$ cat src/rtl/ttlog_ram.sv
module ttlog_ram #(
    parameter int WIDTH = 8,
    parameter int DEPTH = 4,
    parameter int AW    = (DEPTH > 1) ? $clog2(DEPTH) : 1
) (
    input  logic             clk,
    input  logic             we,
    input  logic [AW-1:0]    waddr,
    input  logic [WIDTH-1:0] wdata,
    input  logic [AW-1:0]    raddr,
    output logic [WIDTH-1:0] rdata
);

    logic [WIDTH-1:0] mem [DEPTH];
    logic [WIDTH-1:0] rdata_reg;

    always_ff @(posedge clk)
    begin
        if (we)
        begin
            mem[waddr] <= wdata;
        end
        rdata_reg <= mem[raddr];
    end

    assign rdata = rdata_reg;

endmodule

$ cat config.mk
export PLATFORM = sky130hd
export DESIGN_NAME = ttlog_ram
export DESIGN_NICKNAME = d
export VERILOG_FILES = /design/src/rtl/ttlog_ram.sv
export SDC_FILE = /design/constraint.sdc
export NUM_CORES = 1
export LEC_CHECK = 0
export BUFFER_PORTS_ARGS = -buffer_cell sky130_fd_sc_hd__buf_2
export CORE_ASPECT_RATIO = 1.25
export CORE_MARGIN = 2
export CORE_UTILIZATION = 47
export DETAILED_ROUTE_END_ITERATION = 8
export PLACE_DENSITY = 0.67
export SLEW_MARGIN = 15
export SYNTH_ARGS = -nofsm -noshare
export SYNTH_HDL_FRONTEND = slang
export SYNTH_SLANG_ARGS = --single-unit
$ cat constraint.sdc
create_clock -name clk -period 1.85 [get_ports clk]
set_clock_uncertainty 0.05 [all_clocks]
set_input_delay 0.555 -clock clk [delete_from_list [all_inputs] [get_ports clk]]
set_output_delay 0.555 -clock clk [all_outputs]
set_load 0.03 [all_outputs]
# --- Word-level counts from Yosys, hierarchy flattened ---
# Memories as Yosys holds them, arrays and structs flattened. A register that Yosys moved wholly into a read port is not among the register bits.
# Index checks and enable logic that the tools add are counted.
classes:
  mux: 2
op_table:
  columns: ["operator", "count"]
  rows:
  - ["$mux W1", 2]
totals:
  mem_count: 1
  mem_bits_rw: 32
  output_inout_bits: 8
  elab_cells: 3
  input_bits: 14
  regBits: 0
mem_list:
  columns: ["name", "depth", "width", "rd", "rd_ports_with_merged_regs", "wr", "line", "rtl"]
  rows:
  - ["mem", 4, 8, 1, 1, 1, "14", "logic [WIDTH-1:0] mem [DEPTH];"]

# --- Depth between registers and ports, before layout ---
depth:
  ltp_word: 2
  depth_mapped: 2
  depth_no_buf: 1

# --- Least setup slack after synthesis ---
# Ideal clock, no wire load.
synth_path:
  path_kind: "input port to flip-flop"
  from: "input port waddr[0]"
  to: "memory mem[0][0], enable pin"
  path_stages: 1
  setup_ps: 385
  arrival_ps: 1234
  n_path_buf: 0
  required_ps: 1415
  setup_slack_ps: 181
  path_cell_list: "nor3b_1"
synth_rtl:
  columns: ["item", "line", "rtl"]
  rows:
  - ["from (decl)", "8", "input logic [AW-1:0] waddr,"]
  - ["to (decl)", "14", null]
# No word-level cell before the write port.

# --- Worst setup path after layout ---
layout_path:
  from: "register rdata_reg[5], in the netlist rdata[5], read port of mem"
  to: "output port rdata[5]"
layout_rtl:
  columns: ["item", "line", "rtl"]
  rows:
  - ["from (decl)", "15", "logic [WIDTH-1:0] rdata_reg;"]
  - ["to (decl)", "11", "output logic [WIDTH-1:0] rdata"]
# No word-level cell between the ends.

==> flow_metrics.py <==
metrics = {
    "power_and_ir_drop": {
        "p_leak_nw": 0.562,
        "seqPwrFrac_pct": 60.4,
        "total_power_mw": 1.71,
        "p_sw_share_pct": 20.9,
        "clkPwrFrac_pct": 32.3,
        "internal_power_mw": 1.36,
        "power_density_nw_per_um2": 1090,
        "ir_worst_vdd_v": 0.000893,
        "power_switching_uw": 358,
        "combPwrFrac_pct": 7.3,
    },
    "grt": {
        "grt_max_degree": 14,
        "grt_pass1_vias": 633,
        "grt.overflow.total": 0,
        "grt_pass1_wl_mm": 2.99,
        "track_usage_pct": 13.8,
        "antenna_found_initial": 0,
    },
    "clock_tree": {
        "ctsRootBufferMaster": "clkbuf_4",
        "path_clk_slew_ns": 0.11,
        "clk_latency_ns": 0.34,
        "htreeDepth": 2,
        "cts_tree": "built",
        "cts_buffers": 5,
        "hold_buffers": 0,
        "cts_setup_buffers": 0,
        "clockBufferDepth": 2,
        "cts.sinks": 40,
        "cts_resized": 0,
    },
    "timing": {
        "slew_viol_final": 0,
        "fin_crit_ns": 1.46,
        "finalHoldViolCount": 0,
        "rsz0062_at_grt": "no",
        "slew_headroom_pct": 71.3,
        "tns_ns": 0,
        "max_slew.worst_pin.slew_ns": 0.431,
        "setup_viol": 0,
        "fmax_ghz": 0.687,
        "period_share_pct": 78.7,
    },
    "critical_path": {
        "crit_buf_inv": 1,
        "crit_fanout": 1,
        "crit_chain": "buf_2",
        "crit_path_end_kind": "output port",
        "path_class": "reg2out",
        "crit_arrival_ns": 0.85,
        "critPathSlowestCell": "dfxtp_1",
        "required_ns": 1.24,
        "reg2reg_slack_ns": 0.83,
        "max_stage_delay_ns": 0.32,
        "startpoint_type": "flop",
        "cp_top_family": "flip-flops",
    },
    "placed_design": {
        "dp_hpwl_mm": 1.25,
        "routabilityCongestion": 0.627,
        "dpl.cell_count": 108,
        "io_buffer_count": 21,
    },
    "floorplanning": {
        "die_x_um": 51.9,
        "dieArea_um2": 3320,
        "start_util_pct": 49.8,
        "coreArea_um2": 2710,
        "io_pins": 22,
        "die_y_um": 63.9,
        "fp-row-count": 21,
    },
    "final_layout": {
        "drive_above_1_share_pct": 46.3,
        "instances_no_fill": 116,
        "fin_nets": 95,
        "area_delta_synth_final_pct": 16.2,
        "largest_reg_flops": 32,
        "num_antenna_cells": 0,
    },
    "detailed_routing": {
        "drcViolationCount": 0,
        "drtIter0Drc": 13,
        "vias_per_cell": 5.17,
        "first_pass_iters": 3,
        "ant_nets": 0,
        "drt_wl_total_mm": 1.86,
        "dr_total_vias": 600,
        "post_drt_wl_per_cell_um": 16.1,
    },
    "logic_synthesis": {
        "syn_area_um2": 1350,
        "synthDistinctLibCells": 8,
        "ys_seq_elements": 40,
        "ys_seq_area_share_pct": 83.1,
        "yosysWarnings": 0,
        "synth_cells": 54,
        "avgSynthCellArea_um2": 25.0,
        "syn_nets": 68,
    },
    "outcome": {
        "outcome": "complete, no violations",
    },
    "min_path": {
        "hold_path_class": "in2reg",
    },
    "flow_run": {
        "cap_viol_max_count": 0,
    },
}
power by group through the flow:
stage / Sequential, mW / Combinational, mW / Clock, mW
floorplan: 1.09 / 0.0464 / 0
global placement: 1.05 / 0.125 / 0
detailed placement: 1.06 / 0.128 / 0
CTS: 1.04 / 0.128 / 0.571
global route: 1.04 / 0.136 / 0.614
finish: 1.03 / 0.126 / 0.553
metal layers:
layer / vias up / wire length (µm) / global-route usage [%]
li1: 279 / - / -
met1: 297 / 713 / 15.1
met2: 18 / 982 / 22.2
met3: 6 / 114 / 6.31
met4: 0 / 51 / 6.91
met5: - / 0 / 0
final timing paths:
check / from / to / depth (start not counted)
worst max-delay path: rdata[5] / rdata[5] / 1
worst min-delay path: wdata[0] / mem[0][0] / 1
worst max register to register: mem[3][3] / rdata[3] / 1
worst min register to register: mem[2][6] / rdata[6] / 1
layout make-up:
type / count / area (µm²)
timing repair buffer: 22 / 113
multi-input combinational: 12 / 211
sequential: 40 / 1120
clock inverter: 3 / 42.5
fill: 194 / 1140
tap: 34 / 42.5
clock buffer: 5 / 37.5
cells in the final DEF, fill, tap and decap left out, drive strengths merged:
cell,netlist,routed
nor3b,1,1
buf,1,22
and3b,2,2
edfxtp,32,32
bufinv,0,1
clkinv,0,1
clkinvlp,0,1
clkbuf,1,5
mux4,8,8
and3,1,1
dfxtp,8,8
logic make-up after synthesis:
family,after synthesis,synth area share (%)
buffers and inverters,2,1.21
flip-flops,40,83.1
multiplexers,8,13.4
AND/OR/NAND/NOR,4,2.32
synth_stat cells (all sizes together):
cell,number,area [µm²]
mux4,8,180
nor3b,1,7.51
clkbuf,1,5.00
buf,1,11.3
dfxtp,8,160
and3b,2,17.5
and3,1,6.26
edfxtp,32,961
metrics by stage:
stage               instance area, µm²  worst slack [ns]  util (%)  hold slack, ns
detailed placement                1490             0.266      55.0           0.490
global route                      1570             0.328      57.9           0.355
CTS                               1570             0.373      57.9           0.352
floorplan                         1350             0.181         -           0.482
finish                            1570             0.394      57.9           0.366
global placement                  1490             0.276      55.0           0.484
Note: power is estimated with default switching activity, not from simulation.
