--- src/rtl/ttlog_pkg.sv ---
package ttlog_pkg;

    localparam int OPCODE_W   = 2;
    localparam int TASK_W     = 3;
    localparam int TIME_W     = 32;
    localparam int LOG_IDX_W  = 8;
    localparam int MEAN_W     = 31;
    localparam int COUNT_W    = 32;

    localparam int DIVIDEND_W = MEAN_W;
    localparam int DIVISOR_W  = COUNT_W;
    localparam int STEP_W     = $clog2(DIVIDEND_W);

    localparam logic [OPCODE_W-1:0] OP_RECORD     = 2'd0;
    localparam logic [OPCODE_W-1:0] OP_READ_LOG   = 2'd1;
    localparam logic [OPCODE_W-1:0] OP_READ_STATS = 2'd2;

    typedef struct packed {
        logic [TASK_W-1:0] task_id;
        logic [TIME_W-1:0] start_ts;
        logic [TIME_W-1:0] end_ts;
    } log_entry_t;

    typedef struct packed {
        logic [COUNT_W-1:0] count;
        logic [MEAN_W-1:0]  mean;
    } stat_entry_t;

    typedef struct packed {
        logic [TASK_W-1:0]    entry_task;
        logic [TIME_W-1:0]    entry_start;
        logic [TIME_W-1:0]    entry_end;
        logic [LOG_IDX_W-1:0] slot_used;
        logic [MEAN_W-1:0]    mean_ticks;
        logic [COUNT_W-1:0]   sample_count;
        logic                 error_flag;
    } result_t;

endpackage

--- src/rtl/ttlog_div.sv ---
module ttlog_div
    import ttlog_pkg::*;
(
    input  logic                  clk,
    input  logic                  rst_n,
    input  logic                  start,
    input  logic [DIVIDEND_W-1:0] dividend,
    input  logic [DIVISOR_W-1:0]  divisor,
    output logic                  done,
    output logic [DIVIDEND_W-1:0] quotient
);

    logic [DIVISOR_W-1:0]  rem_reg, rem_next;
    logic [DIVIDEND_W-1:0] quo_reg, quo_next;
    logic [DIVISOR_W-1:0]  dvs_reg, dvs_next;
    logic [STEP_W-1:0]     step_reg, step_next;
    logic                  busy_reg, busy_next;
    logic                  done_reg, done_next;
    logic [DIVISOR_W:0]    trial;
    logic                  fits;

    // Restoring division, one quotient bit per cycle.
    always_comb
    begin
        trial     = {rem_reg, quo_reg[DIVIDEND_W-1]};
        fits      = (trial >= {1'b0, dvs_reg});
        rem_next  = rem_reg;
        quo_next  = quo_reg;
        dvs_next  = dvs_reg;
        step_next = step_reg;
        busy_next = busy_reg;
        done_next = 1'b0;
        if (start)
        begin
            rem_next  = '0;
            quo_next  = dividend;
            dvs_next  = divisor;
            step_next = STEP_W'(DIVIDEND_W - 1);
            busy_next = 1'b1;
        end
        else if (busy_reg)
        begin
            rem_next = fits ? DIVISOR_W'(trial - {1'b0, dvs_reg}) : trial[DIVISOR_W-1:0];
            quo_next = {quo_reg[DIVIDEND_W-2:0], fits};
            if (step_reg == '0)
            begin
                busy_next = 1'b0;
                done_next = 1'b1;
            end
            else
            begin
                step_next = step_reg - 1'b1;
            end
        end
    end

    always_ff @(posedge clk or negedge rst_n)
    begin
        if (!rst_n)
        begin
            busy_reg <= 1'b0;
            done_reg <= 1'b0;
        end
        else
        begin
            busy_reg <= busy_next;
            done_reg <= done_next;
        end
    end

    always_ff @(posedge clk)
    begin
        rem_reg  <= rem_next;
        quo_reg  <= quo_next;
        dvs_reg  <= dvs_next;
        step_reg <= step_next;
    end

    assign done     = done_reg;
    assign quotient = quo_reg;

endmodule
--- config.mk ---
export PLATFORM = sky130hd
export DESIGN_NAME = ttlog_div
export DESIGN_NICKNAME = d
export VERILOG_FILES = /design/src/rtl/ttlog_pkg.sv /design/src/rtl/ttlog_div.sv
export SDC_FILE = /design/constraint.sdc
export NUM_CORES = 1
export LEC_CHECK = 0
export ABC_CLOCK_PERIOD_IN_PS = 4000
export BUFFER_PORTS_ARGS = -buffer_cell sky130_fd_sc_hd__buf_2
export CAP_MARGIN = 20
export CELL_PAD_IN_SITES_DETAIL_PLACEMENT = 1
export CELL_PAD_IN_SITES_GLOBAL_PLACEMENT = 2
export CORE_ASPECT_RATIO = 1.1
export CORE_MARGIN = 3
export CORE_UTILIZATION = 39
export DETAILED_ROUTE_END_ITERATION = 10
export MAX_ROUTING_LAYER = met4
export PLACE_DENSITY = 0.83
export SLEW_MARGIN = 0
export SYNTH_ARGS = -nofsm -noshare
export SYNTH_HDL_FRONTEND = slang
export SYNTH_SLANG_ARGS = --single-unit
--- constraint.sdc ---
create_clock -name clk -period 4 [get_ports clk]
set_input_delay 0.4 -clock clk [delete_from_list [all_inputs] [get_ports clk]]
set_output_delay 0.4 -clock clk [all_outputs]
set_load 0.005 [all_outputs]
* Yosys cells after proc, flatten, opt, wreduce, memory -nomap -nowiden
Index checks and enable logic that the tools add are counted.
** Cells by class
- Add/sub/neg operators :: 2
- $lt $le $gt $ge :: 1
- Muxes and demuxes :: 9
- Bitwise logic cells :: 1
- Reduce and logical (&&, ||, !) cells :: 3
** Operators by type and width (number)
- 31-bit two-way mux :: 2
- 33-bit by 32-bit >= comparator with 1-bit output :: 1
- 32-bit two-way mux :: 1
- 32-bit subtractor :: 1
- 1-bit two-way mux :: 6
- 5-bit zero test :: 1
- 5-bit by 1-bit subtractor with 5-bit output (second input constant) :: 1
- 2-bit AND reduction :: 1
- 2-bit nonzero test :: 1
- 1-bit inverter :: 1
** Word-level totals
- Register bits after elaboration :: 102
- Output and inout bits :: 32

* Logic depth before layout (Yosys ltp)
Gate-level depths: netlist of the first run.
- Depth after elaboration :: 4
- Mapped depth :: 14

* Worst setup path before layout of the first run
No wires, ideal clock.
- Path type :: register to register
- From :: reg dvs_reg[6]
- To :: reg quo_reg[0], in the netlist quotient[0] (data pin)
- Arrival :: 2.257 ns
- Setup slack :: 1.483 ns
- Cell stages (with the launch flop) :: 13
- Period minus slack after synthesis :: 2.517 ns
- Cell sequence :: edfxtp_1 inv_1 ha_1 buf_2 a21oi_1 o21ai_1 a221oi_2 o211ai_4 a31oi_4 o21bai_2 buf_6 buf_2 mux2_2
** Between the ends
- Cells in the longest elaborated chain, start to end :: 3
** Ends and longest elaborated chain
- from (decl) :: RTL line ttlog_div.sv:15 : logic [DIVISOR_W-1:0] dvs_reg, dvs_next;
- from (signal assigned) :: RTL line ttlog_div.sv:75 : dvs_reg <= dvs_next;
- 33-bit by 32-bit >= comparator with 1-bit output :: RTL line ttlog_div.sv:26 : fits = (trial >= {1'b0, dvs_reg});
- 31-bit two-way mux :: RTL line ttlog_div.sv:41 : else if (busy_reg)
- 31-bit two-way mux :: RTL line ttlog_div.sv:33 : if (start)
- via quo_next[0] :: RTL line ttlog_div.sv:14 : logic [DIVIDEND_W-1:0] quo_reg, quo_next;
- to (signal assigned) :: RTL line ttlog_div.sv:74 : quo_reg <= quo_next;
- to (decl) :: RTL line ttlog_div.sv:14
The timed path passes the listed nets, and every way through them passes these cells. The select of a mux whose other input is x is not followed.
A chain may end at the register's enable or synchronous reset.

* Worst setup path after layout of the first run
- From :: reg dvs_reg[12]
- To :: reg rem_reg[8]
** Between the ends
- Cells in the longest elaborated chain, start to end :: 2
** Ends and longest elaborated chain
- 33-bit by 32-bit >= comparator with 1-bit output :: RTL line ttlog_div.sv:26
- 32-bit two-way mux :: RTL line ttlog_div.sv:43 : rem_next = fits ? DIVISOR_W'(trial - {1'b0, dvs_reg}) : trial[DIVISOR_W-1:0];
- to (signal assigned) :: RTL line ttlog_div.sv:73 : rem_reg <= rem_next;
- to (decl) :: RTL line ttlog_div.sv:13 : logic [DIVISOR_W-1:0] rem_reg, rem_next;
No other way between the ends.

==> results.tsv, run 1 <==
stage	metric	value	unit
power	ir_worst_vdd	0.2298	mV
timing	rsz0062_at_grt	false	
clock_tree	clock_latency	360	ps
critical_path	timing.rr.start	dvs_reg[12]	
min_path	hold_class	in -> reg	
logic_synthesis	async_flop_share	1.961	%
critical_path	setup.worst_path.start_class	register	
timing	slew-limit-headroom	40.74	%
final_layout	fill_cells	1601	
clock_tree	post-cts-setup-buffer-count	0	
timing	setup_violations	0	
clock_tree	cts-htree-levels	3	
route	dr.pass1.iters	4	
logic_synthesis	synth_edf_count	63	
power	powerDensity	639.0	mW/mm^2
timing	slew_viol_final	0	
logic_synthesis	yosysTopAreaCellShare	32.83	%
timing	finClkSkew	8.958	ps
logic_synthesis	syn-cell-area	0.005763	sq mm
timing	period_needed	3253	ps
timing	period_share	81.32	%
logic_synthesis	ys_seq_area_share	46.55	%
logic_synthesis	synth-seq-cells	102	
logic_synthesis	synth_ff_type	edfxtp_1	
run_status	status	completed	
critical_path	critical_path.endpoint_type	register	
grt	antenna_found_initial	0	
critical_path	crit_required	4220	ps
grt	grtUsageTotal	18.54	%
timing	finalHoldViolCount	0	
route	via_count	4440	
critical_path	cp-startpoint	dvs_reg[12]	
critical_path	reg2reg_to	rem_reg[8]	
logic_synthesis	synthTopCellsByArea	edfxtp_1, dfxtp_1, ha_1, mux2_2, a21oi_1	
power	p_total	0.004317	W
power	p_leak	2.923	nW
final_layout	areaGrowthSynthToFinish	17.22	%
route	antenna_left	0	
timing	setup-tns-final	0	ps
flow_run	drv_cap	0	
critical_path	crit_arrival	3470	ps
final_layout	fin_util	47.80	%
final_layout	diodes	0	
floorplan	pin_count	98	
clock_tree	cts_sinks	102	
route	wire_per_inst	16.70	microns
floorplan	die_h	133.5	microns
floorplan	die_area	0.01627	sq mm
critical_path	crit_fanout	30	
placement	place_congestion	0.8788	
logic_synthesis	yosys.area.top_type	edfxtp_1	
route	viasPerCell	5.211	
grt	grt_max_degree	54	
final_layout	regArea	0.002683	sq mm
route	first_iter_violations	142	
grt	overflow	0	
final_layout	multi_input_area	0.002809	sq mm
route	post-route-drc-count	0	
floorplan	die_x	121.9	microns
placement	portBuffers	97	
final_layout	final_layout_size_suffix_gt1_share	24.25	%
logic_synthesis	yosys_warnings	0	
logic_synthesis	syn_inst	565	
clock_tree	cts_inserted_buffers	9	
grt	grt_pass1_vias	4786	
clock_tree	clockBufferDepth	2	
critical_path	crit_end	rem_reg[8]	
route	routed_wl	14230	microns
floorplan	start_util	40.78	%
min_path	hold_start	divisor[31]	
clock_tree	tritoncts	done	
floorplan	rows	45	
logic_synthesis	synth_area_per_cell	10.20	sq um
final_layout	final_nets	759	
logic_synthesis	synth_fp_nets	665	
grt	grt_pass1_wl	23440	microns
timing	fmax	0.3074	GHz
critical_path	r2r_cells	10	
critical_path	rrSetupSlack	750	ps
logic_synthesis	synthDistinctLibCells	56	
critical_path	crit_type	reg -> reg	
floorplan	core	0.01413	sq mm
timing	tightest_slew	886.5	ps
placement	dp_hpwl	10650	microns
clock_tree	root_buffer	clkbuf_16	
clock_tree	clk_pin_slew	70	ps
==> power by group <==
group          switching [W]  total [W]  internal (W)
sequential          0.000140    0.00147       0.00133
combinational        0.00111    0.00195      0.000845
clock               0.000401   0.000888      0.000487
total                0.00165    0.00432       0.00267
==> cell families after synthesis <==
logic type / synth area share [%]
AOI/OAI and AO/OA: 16.50
xor gates and xnor gates: 4.103
adders and majority gates: 7.512
buffers and inverters: 4.885
DFF: 46.55
muxes: 9.205
and+or+nand+nor: 11.25
==> cell usage after synthesis, types with 3 or more instances <==
cell type	count
a211o_1	4
a211oi_1	13
nor2b_1	5
clkbuf_1	13
o22ai_1	4
a21o_1	16
o21ai_1	10
o21ai_0	26
nand3_1	11
o211ai_1	3
or3_1	4
a21oi_1	38
mux2_2	32
nand2b_1	7
and4_1	3
a31oi_1	8
dfxtp_1	37
o21bai_1	5
nand4_1	3
nand2_1	49
nor2_1	43
xor2_1	11
edfxtp_1	63
ha_1	33
nor3_1	8
mux2i_1	17
xnor2_1	16
inv_1	45
==> final cells by class <==
cell class / instances / share of cell area, %
clock buffer: 9 / 3.334
clock inverter: 7 / 1.056
inverter: 45 / 2.500
multi-input combinational: 396 / 41.58
sequential: 102 / 39.71
tap: 188 / 3.482
timing repair buffer: 105 / 8.335
==> per-stage QoR <==
step	hold WS, ps	worst slack, ps	cell area [sq um]	instances
final	215.2	747.2	6755	852
after global routing	194.7	487.2	6755	852
after CTS	201.6	699.3	6755	852
after detailed placement	190.8	735.3	6449	835
after global placement	184.3	828.8	6449	835
after floorplan	104.4	1483	5763	565
==> worst min path at each step <==
stage / slack, ps / end / cells past startpoint
after floorplan: 100 / busy_reg / 0
after global placement: 180 / done / 1
after detailed placement: 190 / done / 1
after CTS: 200 / dvs_reg[29] / 1
after global routing: 190 / dvs_reg[29] / 1
final: 220 / dvs_reg[31] / 1
==> cell usage in the layout, fill, tap and decap left out, drive strengths merged, types with 3 or more instances in the layout <==
cell type,count
a31oi,9
xnor2,16
nor2,43
clkinv,3
a211o,4
nand4,3
a21o,16
clkbuf,9
o22ai,4
nand2b,7
mux2i,17
edfxtp,63
nor3,8
o211ai,4
nand3,11
nand2,49
dfxtp,37
a21oi,38
and4,3
nor2b,5
xor2,11
a211oi,13
or3,5
o31ai,4
mux2,32
o21bai,6
ha,33
o21ai,36
inv,47
buf,104
==> routing by layer <==
layer	up-vias	global-route usage (%)	share of wire [%]
met5	-	-	0
met4	0	7.597	2.6
met3	20	3.439	4.3
met2	92	29.36	47
met1	2108	23.35	46
li1	2220	-	-
==> critical path: stages, from the launching register on <==
cell and delay (ps):
edfxtp_1 340, inv_1 50, ha_1 400, nand2_1 130
or3_4 420, o211ai_4 240, a31oi_4 150, o21bai_4 710
buf_4 370, mux2i_1 210, a211oi_1 90
==> repair_timing <==
action	in CTS	in global routing
gates resized for setup	0	0
endpoints found under the hold margin	2	0
hold buffers	1	0
(Power assumes the default switching activity.)
==> run 2, diff against run 1 <==
Settings changed: ABC_CLOCK_PERIOD_IN_PS 4000 to 3200, CORE_UTILIZATION 39 to 36, PLACE_DENSITY 0.83 to 0.77.
Clock period 4 ns to 3.2 ns, I/O delays scaled along.
==> results.tsv, run 2 (synthesized netlist as in run 1, its figures left out) <==
stage	metric	value	unit
min_path	hold_class	in -> reg	
critical_path	critical_path.endpoint_type	register	
timing	period_share	88.93	%
critical_path	crit_required	3480	ps
floorplan	die_area	0.01756	sq mm
timing	fmax	0.3514	GHz
final_layout	final_layout_size_suffix_gt1_share	25.04	%
floorplan	rows	47	
flow_run	drv_cap	0	
critical_path	crit_fanout	25	
route	routed_wl	14770	microns
timing	slew-limit-headroom	56.85	%
run_status	status	completed	
timing	finClkSkew	8.470	ps
power	ir_worst_vdd	0.3032	mV
placement	placed_area	0.006486	sq mm
timing	setup_violations	0	
clock_tree	clk_pin_slew	80	ps
timing	setup-tns-final	0	ps
power	p_leak	2.962	nW
clock_tree	tritoncts	done	
route	wire_per_inst	17.04	microns
route	post-route-drc-count	0	
timing	whs	130.0	ps
route	via_count	4508	
final_layout	diodes	0	
power	powerDensity	816.6	mW/mm^2
final_layout	layout_common_cells	buf_2, edfxtp_1, nand2_1, inv_1, nor2_1	
clock_tree	cts_sinks	102	
grt	grtUsageTotal	17.85	%
floorplan	start_util	37.55	%
final_layout	finalNonFillerCells	867	
route	viasPerCell	5.200	
clock_tree	clockBufferDepth	2	
final_layout	final_area	0.006834	sq mm
placement	place_congestion	0.8471	
power	p_total	0.005581	W
critical_path	crit_arrival	3130	ps
grt	overflow	0	
floorplan	die_x	126.6	microns
timing	rsz0062_at_grt	false	
grt	grt_pass1_vias	4830	
grt	grt_pass1_wl	24650	microns
placement	dp_hpwl	11210	microns
critical_path	crit_type	reg -> reg	
grt	grt_max_degree	34	
timing	tightest_slew	645.9	ps
timing	period_needed	2846	ps
floorplan	pin_count	98	
clock_tree	cts-htree-levels	3	
floorplan	die_h	138.7	microns
final_layout	final_nets	766	
critical_path	setup.worst_path.start_class	register	
route	antenna_left	0	
route	dr.pass1.iters	4	
placement	portBuffers	97	
clock_tree	clock_latency	360	ps
placement	dp.cells	847	
final_layout	final_common_cell	buf_2	
floorplan	core	0.01535	sq mm
clock_tree	root_buffer	clkbuf_16	
grt	antenna_found_initial	0	
final_layout	areaGrowthSynthToFinish	18.58	%
timing	slew_viol_final	0	
clock_tree	cts_inserted_buffers	9	
timing	finalHoldViolCount	0	
route	first_iter_violations	185	
[run 2: changes by cell type in the layout (fill, tap and decap cells not counted), sizes merged]
cell      delta
buf          +7
clkinvlp     -1
inv          +1
[run 2: power breakdown]
part           leakage (nW)  switching, W  internal (W)  total [W]
registers             0.968      0.000175       0.00167    0.00184
clock network         0.154      0.000551      0.000626    0.00118
logic                  1.84       0.00143       0.00114    0.00256
total                  2.96       0.00215       0.00343    0.00558
[run 2: area by class of cell]
cell class              instances  area, sq um
inverters                      45        168.9
clock inverters                 7        90.09
well taps                     196        245.2
flip-flops and latches        102         2683
repair buffers                112        615.6
multi-input cells             396         2806
fillers                      1777         8514
clock buffers                   9        225.2
[run 2: worst max-delay path, stage by stage, from the launching register on]
cell and delay (ps):
edfxtp_1 330, inv_1 50, ha_1 400, nand2_1 140, or3_4 420, o211ai_4 240, a31oi_4 150, o21bai_4 350
buf_12 250, nand2_1 180, o221ai_1 250
[run 2: through the flow]
step	utilization [%]	worst slack [ps]
floorplan	-	682.9
global placement	42.26	223.0
detailed placement	42.26	203.0
CTS	44.38	164.7
global route	44.53	113.1
finish	44.53	354.4
[run 2: final timing paths]
kind / from / to / slack (ps) / cells past startpoint
hold reg to reg: step_reg[4] / step_reg[4] / 460 / 1
setup reg to reg: dvs_reg[12] / rem_reg[16] / 350 / 10
setup / recovery: dvs_reg[12] / rem_reg[16] / 350 / 10
hold / removal: divisor[10] / dvs_reg[10] / 130 / 1
max in group asynchronous: rst_n / done / 2820 / 2
min in group asynchronous: rst_n / busy_reg / 280 / 2
[run 2: what timing repair did]
item                                    CTS  global route
hold buffers                              1             0
endpoints found under the hold margin     2             0
resized for setup                         0             0
endpoints found under the setup margin    0             2
buffers inserted                          0             3
[run 2: routing by layer]
metal | routed length, microns | vias to the layer above | GRT usage [%] | share of wire [%]
met3 | 504 | 14 | 2.928 | 3.4
li1 | - | 2239 | - | -
met2 | 7376 | 94 | 29.71 | 50
met5 | 0 | - | - | 0
met1 | 6684 | 2161 | 22.01 | 45
met4 | 207 | 0 | 6.042 | 1.4
==> run 3, diff against run 2 <==
Settings changed: SETUP_SLACK_MARGIN set to 0.4.
==> results.tsv, run 3 (synthesized netlist as in run 1, its figures left out) <==
stage	metric	value	unit
placement	dp_hpwl	11210	microns
route	wire_per_inst	17.31	microns
clock_tree	cts_sinks	102	
clock_tree	clockBufferDepth	2	
final_layout	fill_cells	1763	
final_layout	final_layout_size_suffix_gt1_share	29.56	%
critical_path	crit_fanout	3	
final_layout	finalNonFillerCells	876	
timing	slew_viol_final	0	
critical_path	crit_buf_inv	2	
route	antenna_left	0	
placement	dp.cells	847	
grt	grt_pass1_wl	24700	microns
route	viasPerCell	5.202	
placement	dp_slack	203.0	ps
power	p_comb_share	48.3	%
grt	antenna_found_initial	0	
timing	finalHoldViolCount	0	
timing	setup_violations	0	
floorplan	pin_count	98	
critical_path	crit_arrival	3020	ps
timing	tightest_slew	645.0	ps
power	p_switching	0.002262	W
floorplan	die_h	138.7	microns
timing	finClkSkew	9.193	ps
final_layout	layout_common_cells	buf_2, edfxtp_1, nand2_1, inv_1, nor2_1	
clock_tree	cts-htree-levels	3	
clock_tree	clock_latency	360	ps
route	routed_wl	15160	microns
min_path	hold_class	in -> reg	
power	pwr-share-clk	20.2	%
timing	period_needed	2790	ps
power	p_total	0.005855	W
route	via_count	4557	
critical_path	path_delay_family	compound AO/OA/AOI/OAI gates	
grt	grtUsageTotal	17.86	%
clock_tree	tritoncts	done	
timing	period_share	87.18	%
floorplan	core	0.01535	sq mm
critical_path	setup.worst_path.start_class	register	
power	ir_worst_vdd	0.3108	mV
floorplan	rows	47	
floorplan	die_area	0.01756	sq mm
power	internal_power	0.003593	W
critical_path	crit_required	3430	ps
power	p_seq_share	31.5	%
power	p_sw_share	38.63	%
clock_tree	cts_inserted_buffers	9	
placement	place_congestion	0.8471	
clock_tree	root_buffer	clkbuf_16	
route	post-route-drc-count	0	
timing	slew-limit-headroom	56.91	%
final_layout	areaGrowthSynthToFinish	22.36	%
power	p_leak	3.007	nW
placement	portBuffers	97	
timing	setup-tns-final	0	ps
timing	whs	127.7	ps
route	dr.pass1.iters	4	
flow_run	drv_cap	0	
critical_path	cp_slowest_cell	edfxtp_1	
route	first_iter_violations	194	
run_status	status	completed	
timing	fmax	0.3585	GHz
critical_path	crit_type	reg -> reg	
grt	grt_pass1_vias	4854	
floorplan	start_util	37.55	%
grt	grt_max_degree	34	
floorplan	die_x	126.6	microns
timing	rsz0062_at_grt	true	
clock_tree	clk_pin_slew	80	ps
critical_path	worstPathCellList	inv_1 > ha_2 > fa_2 > nor2b_1 > o31a_1 > o31ai_4 > buf_6 > a31oi_4 > o21bai_2 > a21oi_2 > or3_1 > a31oi_1 > o21ai_1	
final_layout	diodes	0	
critical_path	critical_path.endpoint_type	register	
critical_path	cpPeakStageDelay	390	ps
final_layout	final_nets	775	
final_layout	final_common_cell	buf_2	
timing	finalWorstSetupSlack	410.3	ps
grt	overflow	0	
power	powerDensity	830.3	mW/mm^2
## run 3: cell count changes in the layout (fill, tap and decap cells not counted), moves of 4 or more
cell | previous run | this run
a21oi_1 | 38 | 34
o21ai_0 | 26 | 22
ha_2 | 0 | 6
a21oi_2 | 0 | 4
buf_4 | 14 | 20
ha_1 | 33 | 26
## run 3: worst paths after layout
| kind | start | to | slack (ps) | cells past startpoint |
|---|---|---|---|---|
| max | quotient[30] | rem_reg[20] | 410 | 13 |
| min | divisor[12] | dvs_reg[12] | 130 | 1 |
| max reg2reg | quotient[30] | rem_reg[20] | 410 | 13 |
| min reg2reg | step_reg[4] | step_reg[4] | 460 | 1 |
| max in group asynchronous | rst_n | done | 2830 | 2 |
| min in group asynchronous | rst_n | busy_reg | 280 | 2 |
## run 3: repair_timing
action,CTS,global route
setup buffers,1,10
hold endpoints to repair,2,0
hold buffers,1,0
pin swaps,1,16
setup endpoints to repair,25,27
cloned,0,1
resized for setup,1,30
## run 3: power groups by stage
stage / Clock (W) / Sequential, W / Combinational [W]
after detailed placement: 0 / 0.00187 / 0.00252
after global routing: 0.00126 / 0.00188 / 0.00314
after global placement: 0 / 0.00186 / 0.00249
after floorplan: 0 / 0.00182 / 0.00192
final: 0.00118 / 0.00185 / 0.00283
after CTS: 0.00121 / 0.00184 / 0.00260
## run 3: cell type report
cell class / instances / area [sq um] / area share [%]
Clock buffer: 9 / 225.2 / 3.194
Clock inverter: 7 / 90.09 / 1.278
Timing Repair Buffer: 121 / 716.9 / 10.17
Tap cell: 196 / 245.2 / 3.478
Sequential cell: 102 / 2683 / 38.04
Inverter: 45 / 168.9 / 2.395
Multi-Input combinational cell: 396 / 2923 / 41.45
## run 3: metal layers
metal / GRT usage [%] / part of all wire, % / vias to the layer above
met5: - / 0 / -
met4: 6.324 / 1.8 / 0
met3: 2.928 / 3.3 / 16
met2: 29.82 / 50 / 90
met1: 21.81 / 45 / 2193
li1: - / - / 2258
## run 3: worst reg2reg max path, cell delays in order (launching register included)
cell and delay [ps]:
edfxtp_1 390, inv_1 80, ha_2 190, fa_2 220, nor2b_1 70, o31a_1 360, o31ai_4 320, buf_6 150
a31oi_4 100, o21bai_2 190, a21oi_2 80, or3_1 310, a31oi_1 150, o21ai_1 80
## run 3: per-stage QoR
step / utilization [%] / area [sq um]
2_1_floorplan: - / 5763
3_3_place_gp: 42.26 / 6486
3_5_place_dp: 42.26 / 6486
4_1_cts: 44.55 / 6838
5_1_grt: 45.94 / 7052
6_report: 45.94 / 7052
